**src/design/afd_pkg.sv**
```systemverilog
// Shared types and constants for the AMQP frame deframer.
// Used by every module of the block and by its checker; depends on nothing.
`default_nettype none

package afd_pkg;

  typedef enum logic [1:0] {
    PH_HEADER  = 2'd0,
    PH_PAYLOAD = 2'd1,
    PH_END     = 2'd2
  } phase_e;

  typedef enum logic [1:0] {
    RK_PAYLOAD = 2'd0,
    RK_DONE    = 2'd1,
    RK_ERROR   = 2'd2
  } rkind_e;

  typedef enum logic [2:0] {
    ERR_NONE      = 3'd0,
    ERR_TYPE      = 3'd1,
    ERR_SIZE      = 3'd2,
    ERR_END       = 3'd3,
    ERR_HEARTBEAT = 3'd4
  } err_e;

  typedef enum logic {
    KIND_BYTE  = 1'b0,
    KIND_CLEAR = 1'b1
  } kind_e;

  localparam logic [7:0]  END_OCTET      = 8'hCE;
  localparam logic [2:0]  HDR_LAST       = 3'd6;
  localparam logic [2:0]  HDR_CHAN_LAST  = 3'd2;
  localparam logic [7:0]  TYPE_METHOD    = 8'd1;
  localparam logic [7:0]  TYPE_HEADER    = 8'd2;
  localparam logic [7:0]  TYPE_BODY      = 8'd3;
  localparam logic [7:0]  TYPE_HEARTBEAT = 8'd8;
  localparam logic [32:0] FRAME_OVERHEAD = 33'd8;

  typedef struct packed {
    kind_e      kind;
    logic [7:0] data;
  } item_t;

  typedef struct packed {
    rkind_e      result_kind;
    logic [7:0]  frame_type;
    logic [15:0] channel;
    logic [7:0]  payload_byte;
    err_e        error_code;
  } res_t;

endpackage

`default_nettype wire

```
**src/design/afd_in_stage.sv**
```systemverilog
// Input register of the deframer: holds one accepted beat for the parser.
// Depends on afd_pkg.
`default_nettype none

module afd_in_stage (
  input  logic          clk_i,
  input  logic          rst_ni,
  input  logic          in_valid_i,
  output logic          in_ready_o,
  input  afd_pkg::item_t item_i,
  output logic          item_valid_o,
  input  logic          item_taken_i,
  output afd_pkg::item_t item_o
);
  import afd_pkg::*;

  logic  valid_q;
  item_t item_q;

  assign in_ready_o   = !valid_q || item_taken_i;
  assign item_valid_o = valid_q;
  assign item_o       = item_q;

  always_ff @(posedge clk_i or negedge rst_ni) begin
    if (!rst_ni) begin
      valid_q <= 1'b0;
    end else if (in_ready_o) begin
      valid_q <= in_valid_i;
    end
  end

  always_ff @(posedge clk_i) begin
    if (in_valid_i && in_ready_o) begin
      item_q <= item_i;
    end
  end

endmodule

`default_nettype wire

```
**src/design/afd_parser.sv**
```systemverilog
// Frame parser: header assembly, frame checks, payload count and sticky error.
// Holds the frame size limit register. Depends on afd_pkg.
`default_nettype none

module afd_parser (
  input  logic          clk_i,
  input  logic          rst_ni,
  input  logic          cfg_we_i,
  input  logic [31:0]   cfg_wdata_i,
  input  logic          item_valid_i,
  input  afd_pkg::item_t item_i,
  input  logic          slot_free_i,
  output logic          item_taken_o,
  output logic          res_valid_o,
  output afd_pkg::res_t res_o
);
  import afd_pkg::*;

  logic [31:0] max_len_q;
  phase_e      phase_q, phase_d;
  logic [2:0]  hc_q, hc_d;
  logic [7:0]  type_q, type_d;
  logic [15:0] channel_q, channel_d;
  logic [31:0] size_q, size_d;
  logic [31:0] rem_q, rem_d;
  logic        failed_q, failed_d;
  err_e        err_q, err_d;
  logic        has_res;
  rkind_e      rk;
  logic [7:0]  pbyte;
  err_e        ecode;
  logic [32:0] frame_total;
  logic        known_type;

  always_ff @(posedge clk_i or negedge rst_ni) begin
    if (!rst_ni) begin
      max_len_q <= '0;
    end else if (cfg_we_i) begin
      max_len_q <= cfg_wdata_i;
    end
  end

  always_comb begin
    phase_d  = phase_q;
    hc_d     = hc_q;
    type_d   = type_q;
    channel_d = channel_q;
    size_d   = size_q;
    rem_d    = rem_q;
    failed_d = failed_q;
    err_d    = err_q;
    has_res  = 1'b0;
    rk       = RK_PAYLOAD;
    pbyte    = '0;
    ecode    = ERR_NONE;
    frame_total = '0;
    known_type  = 1'b0;
    if (item_i.kind == KIND_CLEAR) begin
      phase_d   = PH_HEADER;
      hc_d      = '0;
      type_d    = '0;
      channel_d = '0;
      size_d    = '0;
      rem_d     = '0;
      failed_d  = 1'b0;
      err_d     = ERR_NONE;
    end else if (failed_q) begin
      has_res = 1'b1;
      rk      = RK_ERROR;
      ecode   = err_q;
    end else begin
      case (phase_q)
        PH_PAYLOAD: begin
          rem_d   = rem_q - 32'd1;
          if (rem_q == 32'd1) begin
            phase_d = PH_END;
          end
          has_res = 1'b1;
          rk      = RK_PAYLOAD;
          pbyte   = item_i.data;
        end
        PH_END: begin
          has_res = 1'b1;
          if (item_i.data != END_OCTET) begin
            failed_d = 1'b1;
            err_d    = ERR_END;
            rk       = RK_ERROR;
            ecode    = ERR_END;
          end else begin
            phase_d = PH_HEADER;
            hc_d    = '0;
            rk      = RK_DONE;
          end
        end
        default: begin
          phase_d = PH_HEADER;
          if (hc_q == 3'd0) begin
            type_d = item_i.data;
          end else if (hc_q <= HDR_CHAN_LAST) begin
            channel_d = {channel_q[7:0], item_i.data};
          end else begin
            size_d = {size_q[23:0], item_i.data};
          end
          hc_d        = hc_q + 3'd1;
          frame_total = {1'b0, size_d} + FRAME_OVERHEAD;
          known_type  = type_d inside {TYPE_METHOD, TYPE_HEADER, TYPE_BODY, TYPE_HEARTBEAT};
          if (hc_q == HDR_LAST) begin
            hc_d = '0;
            if (!known_type) begin
              ecode = ERR_TYPE;
            end else if (max_len_q != '0 && frame_total > {1'b0, max_len_q}) begin
              ecode = ERR_SIZE;
            end else if (type_d == TYPE_HEARTBEAT && (channel_d != '0 || size_d != '0)) begin
              ecode = ERR_HEARTBEAT;
            end
            if (ecode != ERR_NONE) begin
              has_res  = 1'b1;
              rk       = RK_ERROR;
              failed_d = 1'b1;
              err_d    = ecode;
            end else begin
              rem_d   = size_d;
              phase_d = (size_d == '0) ? PH_END : PH_PAYLOAD;
            end
          end
        end
      endcase
    end
  end

  assign item_taken_o = item_valid_i && (!has_res || slot_free_i);
  assign res_valid_o  = item_taken_o && has_res;

  assign res_o.result_kind  = rk;
  assign res_o.frame_type   = type_d;
  assign res_o.channel      = channel_d;
  assign res_o.payload_byte = pbyte;
  assign res_o.error_code   = ecode;

  always_ff @(posedge clk_i or negedge rst_ni) begin
    if (!rst_ni) begin
      phase_q   <= PH_HEADER;
      hc_q      <= '0;
      type_q    <= '0;
      channel_q <= '0;
      size_q    <= '0;
      rem_q     <= '0;
      failed_q  <= 1'b0;
      err_q     <= ERR_NONE;
    end else if (item_taken_o) begin
      phase_q   <= phase_d;
      hc_q      <= hc_d;
      type_q    <= type_d;
      channel_q <= channel_d;
      size_q    <= size_d;
      rem_q     <= rem_d;
      failed_q  <= failed_d;
      err_q     <= err_d;
    end
  end

endmodule

`default_nettype wire

```
**src/design/afd_out_stage.sv**
```systemverilog
// Result register of the deframer: holds one result beat until it is taken.
// Depends on afd_pkg.
`default_nettype none

module afd_out_stage (
  input  logic         clk_i,
  input  logic         rst_ni,
  input  logic         res_valid_i,
  input  afd_pkg::res_t res_i,
  output logic         slot_free_o,
  output logic         out_valid_o,
  input  logic         out_ready_i,
  output afd_pkg::res_t res_o
);
  import afd_pkg::*;

  logic valid_q;
  res_t res_q;

  assign slot_free_o = !valid_q || out_ready_i;
  assign out_valid_o = valid_q;
  assign res_o       = res_q;

  always_ff @(posedge clk_i or negedge rst_ni) begin
    if (!rst_ni) begin
      valid_q <= 1'b0;
    end else if (slot_free_o) begin
      valid_q <= res_valid_i;
    end
  end

  always_ff @(posedge clk_i) begin
    if (res_valid_i && slot_free_o) begin
      res_q <= res_i;
    end
  end

endmodule

`default_nettype wire

```
**src/design/amqp_frame_deframer.sv**
```systemverilog
// Top level of the AMQP 0-9-1 frame deframer.
// Depends on afd_pkg, afd_in_stage, afd_parser and afd_out_stage.
//
//  Channel  Handshake                Payload
//  -------  -----------------------  ---------------------------------------------
//  in       in_valid_i / in_ready_o  kind_i, data_i
//  out      out_valid_o / out_ready_i result_kind_o, frame_type_o, channel_o,
//                                    payload_byte_o, error_code_o
//  cfg      cfg_we_i                 cfg_wdata_i (frame size limit)
//
// One beat is accepted per cycle while the parser can take it; a beat that yields a
// result passes through the input register and the parser into the result register.
// The parser is combinational between the input register and the result register.
// A stalled result holds the next result-bearing beat in the input register; beats that yield no result keep flowing.
// Reset clears the parser state and the size limit; there is no clearing pass.
`default_nettype none

module amqp_frame_deframer (
  input  logic        clk_i,
  input  logic        rst_ni,
  input  logic        cfg_we_i,
  input  logic [31:0] cfg_wdata_i,
  input  logic        in_valid_i,
  output logic        in_ready_o,
  input  logic        kind_i,
  input  logic [7:0]  data_i,
  output logic        out_valid_o,
  input  logic        out_ready_i,
  output logic [1:0]  result_kind_o,
  output logic [7:0]  frame_type_o,
  output logic [15:0] channel_o,
  output logic [7:0]  payload_byte_o,
  output logic [2:0]  error_code_o
);
  import afd_pkg::*;

  item_t item_in, item;
  logic  item_valid, item_taken, slot_free, res_valid;
  res_t  res, res_out;

  assign item_in.kind = kind_e'(kind_i);
  assign item_in.data = data_i;

  afd_in_stage u_in (
    .clk_i        (clk_i),
    .rst_ni       (rst_ni),
    .in_valid_i   (in_valid_i),
    .in_ready_o   (in_ready_o),
    .item_i       (item_in),
    .item_valid_o (item_valid),
    .item_taken_i (item_taken),
    .item_o       (item)
  );

  afd_parser u_parser (
    .clk_i        (clk_i),
    .rst_ni       (rst_ni),
    .cfg_we_i     (cfg_we_i),
    .cfg_wdata_i  (cfg_wdata_i),
    .item_valid_i (item_valid),
    .item_i       (item),
    .slot_free_i  (slot_free),
    .item_taken_o (item_taken),
    .res_valid_o  (res_valid),
    .res_o        (res)
  );

  afd_out_stage u_out (
    .clk_i       (clk_i),
    .rst_ni      (rst_ni),
    .res_valid_i (res_valid),
    .res_i       (res),
    .slot_free_o (slot_free),
    .out_valid_o (out_valid_o),
    .out_ready_i (out_ready_i),
    .res_o       (res_out)
  );

  assign result_kind_o  = res_out.result_kind;
  assign frame_type_o   = res_out.frame_type;
  assign channel_o      = res_out.channel;
  assign payload_byte_o = res_out.payload_byte;
  assign error_code_o   = res_out.error_code;

endmodule

`default_nettype wire

```
**config.mk**
```make
export PLATFORM = sky130hd
export DESIGN_NAME = amqp_frame_deframer
export DESIGN_NICKNAME = d
export VERILOG_FILES = /design/src/design/afd_pkg.sv /design/src/design/afd_in_stage.sv /design/src/design/afd_parser.sv /design/src/design/afd_out_stage.sv /design/src/design/amqp_frame_deframer.sv
export SDC_FILE = /design/constraint.sdc
export NUM_CORES = 1
export LEC_CHECK = 0
export ABC_CLOCK_PERIOD_IN_PS = 15350
export BUFFER_PORTS_ARGS = -buffer_cell sky130_fd_sc_hd__buf_2
export CAP_MARGIN = 15
export CORE_ASPECT_RATIO = 0.7
export CORE_MARGIN = 2
export CORE_UTILIZATION = 47
export CTS_BUF_LIST = sky130_fd_sc_hd__clkbuf_8 sky130_fd_sc_hd__clkbuf_16
export CTS_CLUSTER_DIAMETER = 30
export CTS_CLUSTER_SIZE = 16
export DETAILED_ROUTE_END_ITERATION = 7
export PLACE_DENSITY_LB_ADDON = 0.2
export SLEW_MARGIN = 15
export SYNTH_ARGS = -nofsm -noshare
export SYNTH_HDL_FRONTEND = slang
export SYNTH_SLANG_ARGS = --single-unit
export TNS_END_PERCENT = 1
```
**constraint.sdc**
```tcl
create_clock -name clk_i -period 15.35 [get_ports clk_i]
set_input_delay 2.3025 -clock clk_i [delete_from_list [all_inputs] [get_ports clk_i]]
set_output_delay 2.3025 -clock clk_i [all_outputs]
set_load 0.01 [all_outputs]
```
==> results of run 1 <==
## power breakdown
group	internal (uW)	leakage [uW]	total, uW	switching [uW]
clock network	258	0.000286	452	195
registers	527	0.00219	577	50.1
logic	132	0.00259	376	244
total	917	0.00506	1410	488
## cell type report
class / count / area (um^2)
fillers: 1933 / 9650
multi-input cells: 755 / 4960
flip-flops and latches: 177 / 4660
repair buffers: 94 / 502
clock buffers: 17 / 425
well taps: 276 / 345
inverters: 53 / 199
clock inverters: 15 / 183
diodes: 1 / 2.50
## metrics by stage
stage / cells / hold WS (ns) / util / power, uW
2_1_floorplan: 1057 / 0.459 / - / 837
3_3_place_gp: 1355 / 0.472 / 0.510 / 944
3_5_place_dp: 1355 / 0.477 / 0.510 / 950
4_1_cts: 1387 / 0.501 / 0.539 / 1400
5_1_grt: 1387 / 0.517 / 0.539 / 1470
6_report: 1388 / 0.494 / 0.539 / 1410
## cell usage in the layout, fill, tap and decap left out, drive strengths merged, types with 5 or more instances in the layout
cell type	instances
clkinvlp	5
nor2	69
xor2	8
a21oi	40
dfrtp	131
or2	5
and3	7
nand2b	8
nand3	32
nor3	32
o21ai	83
a31oi	9
nand4	14
and2	14
inv	58
ha	35
a21o	7
clkbuf	17
or3	12
mux2	29
buf	94
or4	8
o31ai	26
nand2	108
a211o	6
edfxtp	46
a22o	54
mux2i	29
o22ai	11
nor4	36
xnor2	15
## state kept, by name (all words and copies together) (netlist names), 2 cells and up
| name | flops |
|---|---|
| u_parser.phase_q | 2 |
| u_in.item_o | 9 |
| u_parser.hc_q | 3 |
| u_parser.rem_q | 32 |
| u_parser.type_q | 8 |
| u_parser.channel_q | 16 |
| u_out.res_o | 37 |
| u_parser.size_q | 32 |
| u_parser.err_q | 3 |
| u_parser.max_len_q | 32 |
## kinds of logic (layout without fill, tap and decap cells)
group	Yosys count	count (layout)	synth area share
AOI/OAI and AO/OA	280	280	0.189
other	0	1	0
buffers and inverters	125	179	0.0513
and+or+nand+nor	358	358	0.173
muxes	58	58	0.0611
xor gates and xnor gates	23	23	0.0200
DFF	177	177	0.462
adders and majority gates	36	36	0.0444
## worst paths after layout
check | endpoint | from | depth (start not counted) | slack, ns
worst min-delay path | u_parser.rem_q[27]$_DFFE_PN0P_ | u_parser.rem_q[27]$_DFFE_PN0P_ | 2 | 0.49
worst max register to register | u_parser.rem_q[8]$_DFFE_PN0P_ | u_parser.hc_q[2]$_DFFE_PN0P_ | 19 | 8.40
min in group asynchronous | u_parser.max_len_q[25]$_DFFE_PN0P_ | rst_ni | 1 | 1.86
worst min register to register | u_parser.rem_q[27]$_DFFE_PN0P_ | u_parser.rem_q[27]$_DFFE_PN0P_ | 2 | 0.49
max in group asynchronous | u_parser.err_q[2]$_DFFE_PN0P_ | rst_ni | 2 | 12.22
worst max-delay path | in_ready_o | u_parser.hc_q[2]$_DFFE_PN0P_ | 19 | 6.80
## worst max-delay path, cell delays in order, from the launching register on
cell and delay, ns:
sky130_fd_sc_hd__dfrtp_1 0.53, sky130_fd_sc_hd__a21o_1 0.53, sky130_fd_sc_hd__nor4_1 0.67, sky130_fd_sc_hd__o221ai_1 0.35, sky130_fd_sc_hd__nor4_1 0.55, sky130_fd_sc_hd__nand2_1 0.25, sky130_fd_sc_hd__nor2_1 0.31, sky130_fd_sc_hd__nand3_1 0.14
sky130_fd_sc_hd__xor2_1 0.18, sky130_fd_sc_hd__mux2i_1 0.09, sky130_fd_sc_hd__ha_1 0.30, sky130_fd_sc_hd__nand3_1 0.10, sky130_fd_sc_hd__nor2_1 0.12, sky130_fd_sc_hd__nand3_1 0.12, sky130_fd_sc_hd__nor3b_1 0.29, sky130_fd_sc_hd__o311ai_1 0.32
sky130_fd_sc_hd__and2_1 0.29, sky130_fd_sc_hd__a211oi_1 0.42, sky130_fd_sc_hd__inv_1 0.07, sky130_fd_sc_hd__buf_2 0.15
## per-layer routing
metal	global-route usage	wire length, um
met5	0	0
met4	0.0674	483
met3	0.0890	2960
met1	0.402	13900
met2	0.326	10700
==> run_results.csv, run 1 <==
group,metric,value,unit
outcome,run_status,"finished, final reports clean",
placed_design,final_weighted_congestion_in_routability_driven_placement,0.980,
clock_network,cts_tree,"yes",
sta,timing.final.ws_setup,6.80,ns
floorplan,design.die.area,22700,um^2
floorplan,ioPinCount,85,
clock_network,number_of_buffers_created_by_cts,17,
setup_path,setup.worst_path.end_class,"output pin",
detailed_routing,drc_viols,0,
grt,antenna_found_initial,1,
detailed_routing,wl,28.1,mm
layout,flow.area_growth_from_synthesis,11.7,%
sta,finalCriticalPeriod,8.55,ns
sta,final_hold_viol_count,0,
grt,pin_count_of_the_biggest_net_entering_global_routing,69,
clock_network,clk_pin_slew_worst_paths,0.07,ns
synthesis,area_share_of_the_largest_cell_type_after_synthesis,0.325,
synthesis,yosys.cell_count.top_type,"sky130_fd_sc_hd__dfrtp_1",
grt,grt_first_pass_wirelength,44.0,mm
power,powerDensity,125,nW/um^2
synthesis,syn-num-nets,1138,
grt,grt_util_all_layers,0.255,
floorplan,dieHeight,127,um
sta,setup_tns,0,ns
sta,setup_viol,0,
layout,final_cell_area,11300,um^2
synthesis,syn_avg_cell_area,9.55,um^2
grt,first_global_vias,7796,
setup_path,cp.required,13.05,ns
sta,period_share,0.557,
synthesis,synth-edff-count,46,
detailed_routing,detail_route.iter0.violations,1003,
layout,nNetsFinal,1179,
synthesis,asyncSetResetFlopFracSynth,0.740,
grt,overflow,0,
sta,relative_slew_slack,0.274,
clock_network,cts.repair_timing.setup_buffer_count,0,
placed_design,preCtsSetupSlack,7.40,ns
power,leakage_power,0.00506,uW
clock_network,clock_sink_count,177,
synthesis,yosys-top-cells-count,"sky130_fd_sc_hd__dfrtp_1, sky130_fd_sc_hd__nand2_1, sky130_fd_sc_hd__o21ai_0",
floorplan,x_dimension_of_the_die,179,um
run,drv.max_cap_violation_count,0,
setup_path,setup.worst_path.start_class,"flip-flop",
detailed_routing,detailedRoute.firstPassIterationCount,5,
synthesis,synthesis.instances,1057,
detailed_routing,drt-wirelength-per-cell,20.3,um
clock_network,postCtsHoldBufs,0,
sta,tightest_slew,1.08,ns
synthesis,synth_ff_type,"sky130_fd_sc_hd__dfrtp_1",
sta,fin_worst_skew,0.0109,ns
clock_network,h_tree_levels,4,
setup_path,cp.arrival,6.25,ns
hold_path,hold_path.class,"flip-flop to flip-flop",
detailed_routing,dr_total_vias,8494,
synthesis,synthDistinctLibCells,67,
floorplan,fp-row-count,44,
placed_design,post-dp-hpwl,20.3,mm
sta,max_freq,117,MHz
floorplan,total_core_area,20900,um^2
synthesis,yosysSeqAreaShare,0.462,
clock_network,clock_latency_reported_for_the_late_side_of_the_worst_skew_pair,0.45,ns
sta,drv_slew,0,
synthesis,post_synthesis_sequential_element_count,177,
clock_network,cts_max_path_buffers,2,
floorplan,initial_utilization,0.483,
synthesis,synthTopCellsByArea,"sky130_fd_sc_hd__dfrtp_1, sky130_fd_sc_hd__edfxtp_1, sky130_fd_sc_hd__a22o_1",
synthesis,netlist.top_cell.by_area,"sky130_fd_sc_hd__dfrtp_1",
setup_path,highest_net_fanout_along_the_worst_path,24,
power,peakVddDrop,80.7,uV
detailed_routing,vias_per_cell,6.12,
setup_path,path_class,"flip-flop to output pin",
sta,unrepaired_setup_endpoints_after_global_routing,"no",
synthesis,ys_warn_count,0,
placed_design,post_dp_cell_area,10700,um^2
clock_network,clock_tree.root_cell,"sky130_fd_sc_hd__clkbuf_16",
detailed_routing,ant_nets,0,
layout,drive_above_1_share,0.152,
clock_network,cts.repair.resized,0,
placed_design,place.port_buffers,84,
synthesis,syn_area,10100,um^2
Note: power is estimated with default switching activity, not from simulation.
==> run 2, diff against run 1 <==
--- a/config.mk
+++ b/config.mk
@@ -5,7 +5,7 @@
 export SDC_FILE = /design/constraint.sdc
 export NUM_CORES = 1
 export LEC_CHECK = 0
-export ABC_CLOCK_PERIOD_IN_PS = 15350
+export ABC_CLOCK_PERIOD_IN_PS = 7200
 export BUFFER_PORTS_ARGS = -buffer_cell sky130_fd_sc_hd__buf_2
 export CAP_MARGIN = 15
 export CORE_ASPECT_RATIO = 0.7
==> constraint.sdc (replaced) <==
create_clock -name clk_i -period 7.2 [get_ports clk_i]
set_input_delay 1.08 -clock clk_i [delete_from_list [all_inputs] [get_ports clk_i]]
set_output_delay 1.08 -clock clk_i [all_outputs]
set_load 0.01 [all_outputs]
==> run 2 against run 1 <==
Sequential share of layout area fell by 0.28 points. Critical endpoint unchanged. Via count rose by 0.60%. Highest routed layer unchanged. Global-route usage rose by 0.95 points. Register-to-register slack got worse by 7.3 ns. Clock power rose by 110%. Non-clock buffer count rose by 7. Largest power group unchanged.
==> run_results.csv, run 2 (synthesis results as in run 1) <==
group,metric,value,unit
grt,grt_util_all_layers,0.265,
hold_path,min-delay-start,"u_parser.rem_q[16]$_DFFE_PN0P_",
layout,largest_register_ffs,37,
grt,antenna_found_initial,0,
setup_path,path_class,"flip-flop to output pin",
setup_path,cp.arrival,5.68,ns
placed_design,post-dp-hpwl,21.0,mm
floorplan,dieHeight,127,um
clock_network,number_of_buffers_created_by_cts,17,
detailed_routing,detailedRoute.firstPassIterationCount,5,
detailed_routing,routed_length_on_met3,3.02,mm
detailed_routing,wl,29.0,mm
sta,unrepaired_setup_endpoints_after_global_routing,"no",
layout,flow.area_growth_from_synthesis,12.5,%
floorplan,total_core_area,20900,um^2
sta,relative_slew_slack,0.282,
setup_path,highest_net_fanout_along_the_worst_path,20,
detailed_routing,drt-wirelength-per-cell,20.8,um
hold_path,hold_path.class,"flip-flop to flip-flop",
clock_network,cts_max_path_buffers,2,
setup_path,timing.critical_path.to,"in_ready_o",
clock_network,clock_tree.root_cell,"sky130_fd_sc_hd__clkbuf_16",
setup_path,cp.required,6.12,ns
layout,final_cell_area,11400,um^2
outcome,run_status,"finished, final reports clean",
floorplan,x_dimension_of_the_die,179,um
floorplan,initial_utilization,0.483,
sta,drv_slew,0,
setup_path,setup.worst_path.start,"u_parser.hc_q[0]$_DFFE_PN0P_",
placed_design,post_dp_cell_area,10700,um^2
sta,final_hold_viol_count,0,
layout,final_common_cell,"sky130_fd_sc_hd__dfrtp_1",
clock_network,clock_latency_reported_for_the_late_side_of_the_worst_skew_pair,0.45,ns
setup_path,launching_point_of_the_worst_reg2reg_path,"u_in.item_o[6]$_DFFE_PP_",
sta,finalCriticalPeriod,6.76,ns
floorplan,fp-row-count,44,
setup_path,setup.worst_path.start_class,"flip-flop",
detailed_routing,vias_per_cell,6.13,
sta,setup_viol,0,
layout,num_antenna_cells,0,
clock_network,clock_sink_count,177,
layout,most-common-layout-cells,"sky130_fd_sc_hd__dfrtp_1, sky130_fd_sc_hd__nand2_1, sky130_fd_sc_hd__buf_2, sky130_fd_sc_hd__o21ai_0, sky130_fd_sc_hd__nor2_1",
grt,first_global_vias,7829,
clock_network,cts.repair_timing.setup_buffer_count,0,
clock_network,cts_tree,"yes",
grt,pin_count_of_the_biggest_net_entering_global_routing,71,
detailed_routing,ant_nets,0,
layout,drive_above_1_share,0.157,
layout,nNetsFinal,1186,
floorplan,ioPinCount,85,
grt,overflow,0,
sta,max_freq,148,MHz
detailed_routing,dr_total_vias,8545,
placed_design,final_weighted_congestion_in_routability_driven_placement,0.995,
grt,grt_first_pass_wirelength,45.2,mm
floorplan,design.die.area,22700,um^2
detailed_routing,wl_met1,14.7,mm
detailed_routing,drc_viols,0,
setup_path,worst-r2r-cell-count,19,
sta,tightest_slew,1.07,ns
setup_path,register_to_register_setup_slack,1.10,ns
sta,fin_worst_skew,0.0118,ns
clock_network,clk_pin_slew_worst_paths,0.06,ns
setup_path,setup.worst_path.end_class,"output pin",
run,drv.max_cap_violation_count,0,
detailed_routing,detail_route.iter0.violations,1031,
setup_path,r2r_end,"u_parser.rem_q[8]$_DFFE_PN0P_",
detailed_routing,routed.top_layer,"met4",
detailed_routing,route.met2.wl,11.1,mm
sta,setup_tns,0,ns
power,peakVddDrop,178,uV
placed_design,place.port_buffers,84,
sta,period_share,0.938,
power,leakage_power,0.00513,uW
clock_network,h_tree_levels,4,
power,powerDensity,265,nW/um^2
run 2: how the worst min path moves through the flow:
stage	to	slack, ns	cells after the start
CTS	u_parser.err_q[0]$_DFFE_PN0P_	0.49	1
detailed placement	u_parser.err_q[0]$_DFFE_PN0P_	0.48	1
global placement	u_parser.err_q[0]$_DFFE_PN0P_	0.47	1
floorplan	u_parser.err_q[0]$_DFFE_PN0P_	0.46	1
global route	u_parser.rem_q[17]$_DFFE_PN0P_	0.51	1
finish	u_parser.rem_q[16]$_DFFE_PN0P_	0.50	1
run 2: routing by layer:
layer	up-vias	global-route usage
met5	-	0
met3	27	0.0938
li1	3988	-
met1	4178	0.426
met2	352	0.334
met4	0	0.0531
run 2: what timing repair did:
item | 4_1_cts | 5_1_grt
endpoints found under the setup margin | 0 | 1
gates resized for setup | 0 | 3
hold buffers | 0 | 0
run 2: worst max-delay path, stage by stage, from the launching register on:
cell and delay (ns):
sky130_fd_sc_hd__dfrtp_1 0.52, sky130_fd_sc_hd__a21o_1 0.27, sky130_fd_sc_hd__buf_4 0.32, sky130_fd_sc_hd__nand2_1 0.17, sky130_fd_sc_hd__nor2_1 0.28, sky130_fd_sc_hd__a32o_1 0.29
sky130_fd_sc_hd__o221a_2 0.31, sky130_fd_sc_hd__o21a_1 0.26, sky130_fd_sc_hd__nand2_1 0.09, sky130_fd_sc_hd__xor2_1 0.17, sky130_fd_sc_hd__o21ai_0 0.13, sky130_fd_sc_hd__ha_1 0.31
sky130_fd_sc_hd__nand4_1 0.12, sky130_fd_sc_hd__nor4_2 0.35, sky130_fd_sc_hd__nand3_1 0.19, sky130_fd_sc_hd__nor3b_1 0.31, sky130_fd_sc_hd__o311ai_2 0.26, sky130_fd_sc_hd__and2_1 0.25
sky130_fd_sc_hd__a211oi_1 0.40, sky130_fd_sc_hd__inv_1 0.07, sky130_fd_sc_hd__buf_2 0.15
run 2: final cells by class:
cell class | count | area (um^2)
fill | 1886 | 9570
multi-input combinational | 755 | 4980
sequential | 177 | 4660
timing repair buffer | 101 | 554
clock buffer | 21 | 503
tap | 276 | 345
inverter | 53 | 199
clock inverter | 11 | 114
run 2: metrics by stage:
step | worst slack, ns | power, uW | util | instances | hold WS, ns
after detailed placement | 0.788 | 2040 | 0.513 | 1362 | 0.478
after CTS | 0.291 | 3000 | 0.542 | 1394 | 0.495
after global placement | 0.822 | 2040 | 0.513 | 1362 | 0.472
final | 0.445 | 3010 | 0.543 | 1394 | 0.497
after global routing | 0.0106 | 3170 | 0.543 | 1394 | 0.511
after floorplan | 0.801 | 1780 | - | 1057 | 0.459
run 2: power by group:
| group | leakage [uW] | internal, uW | switching [uW] | total [uW] |
|---|---|---|---|---|
| Combinational | 0.00262 | 287 | 536 | 823 |
| Clock | 0.000315 | 567 | 396 | 963 |
| Sequential | 0.00219 | 1120 | 99.9 | 1220 |
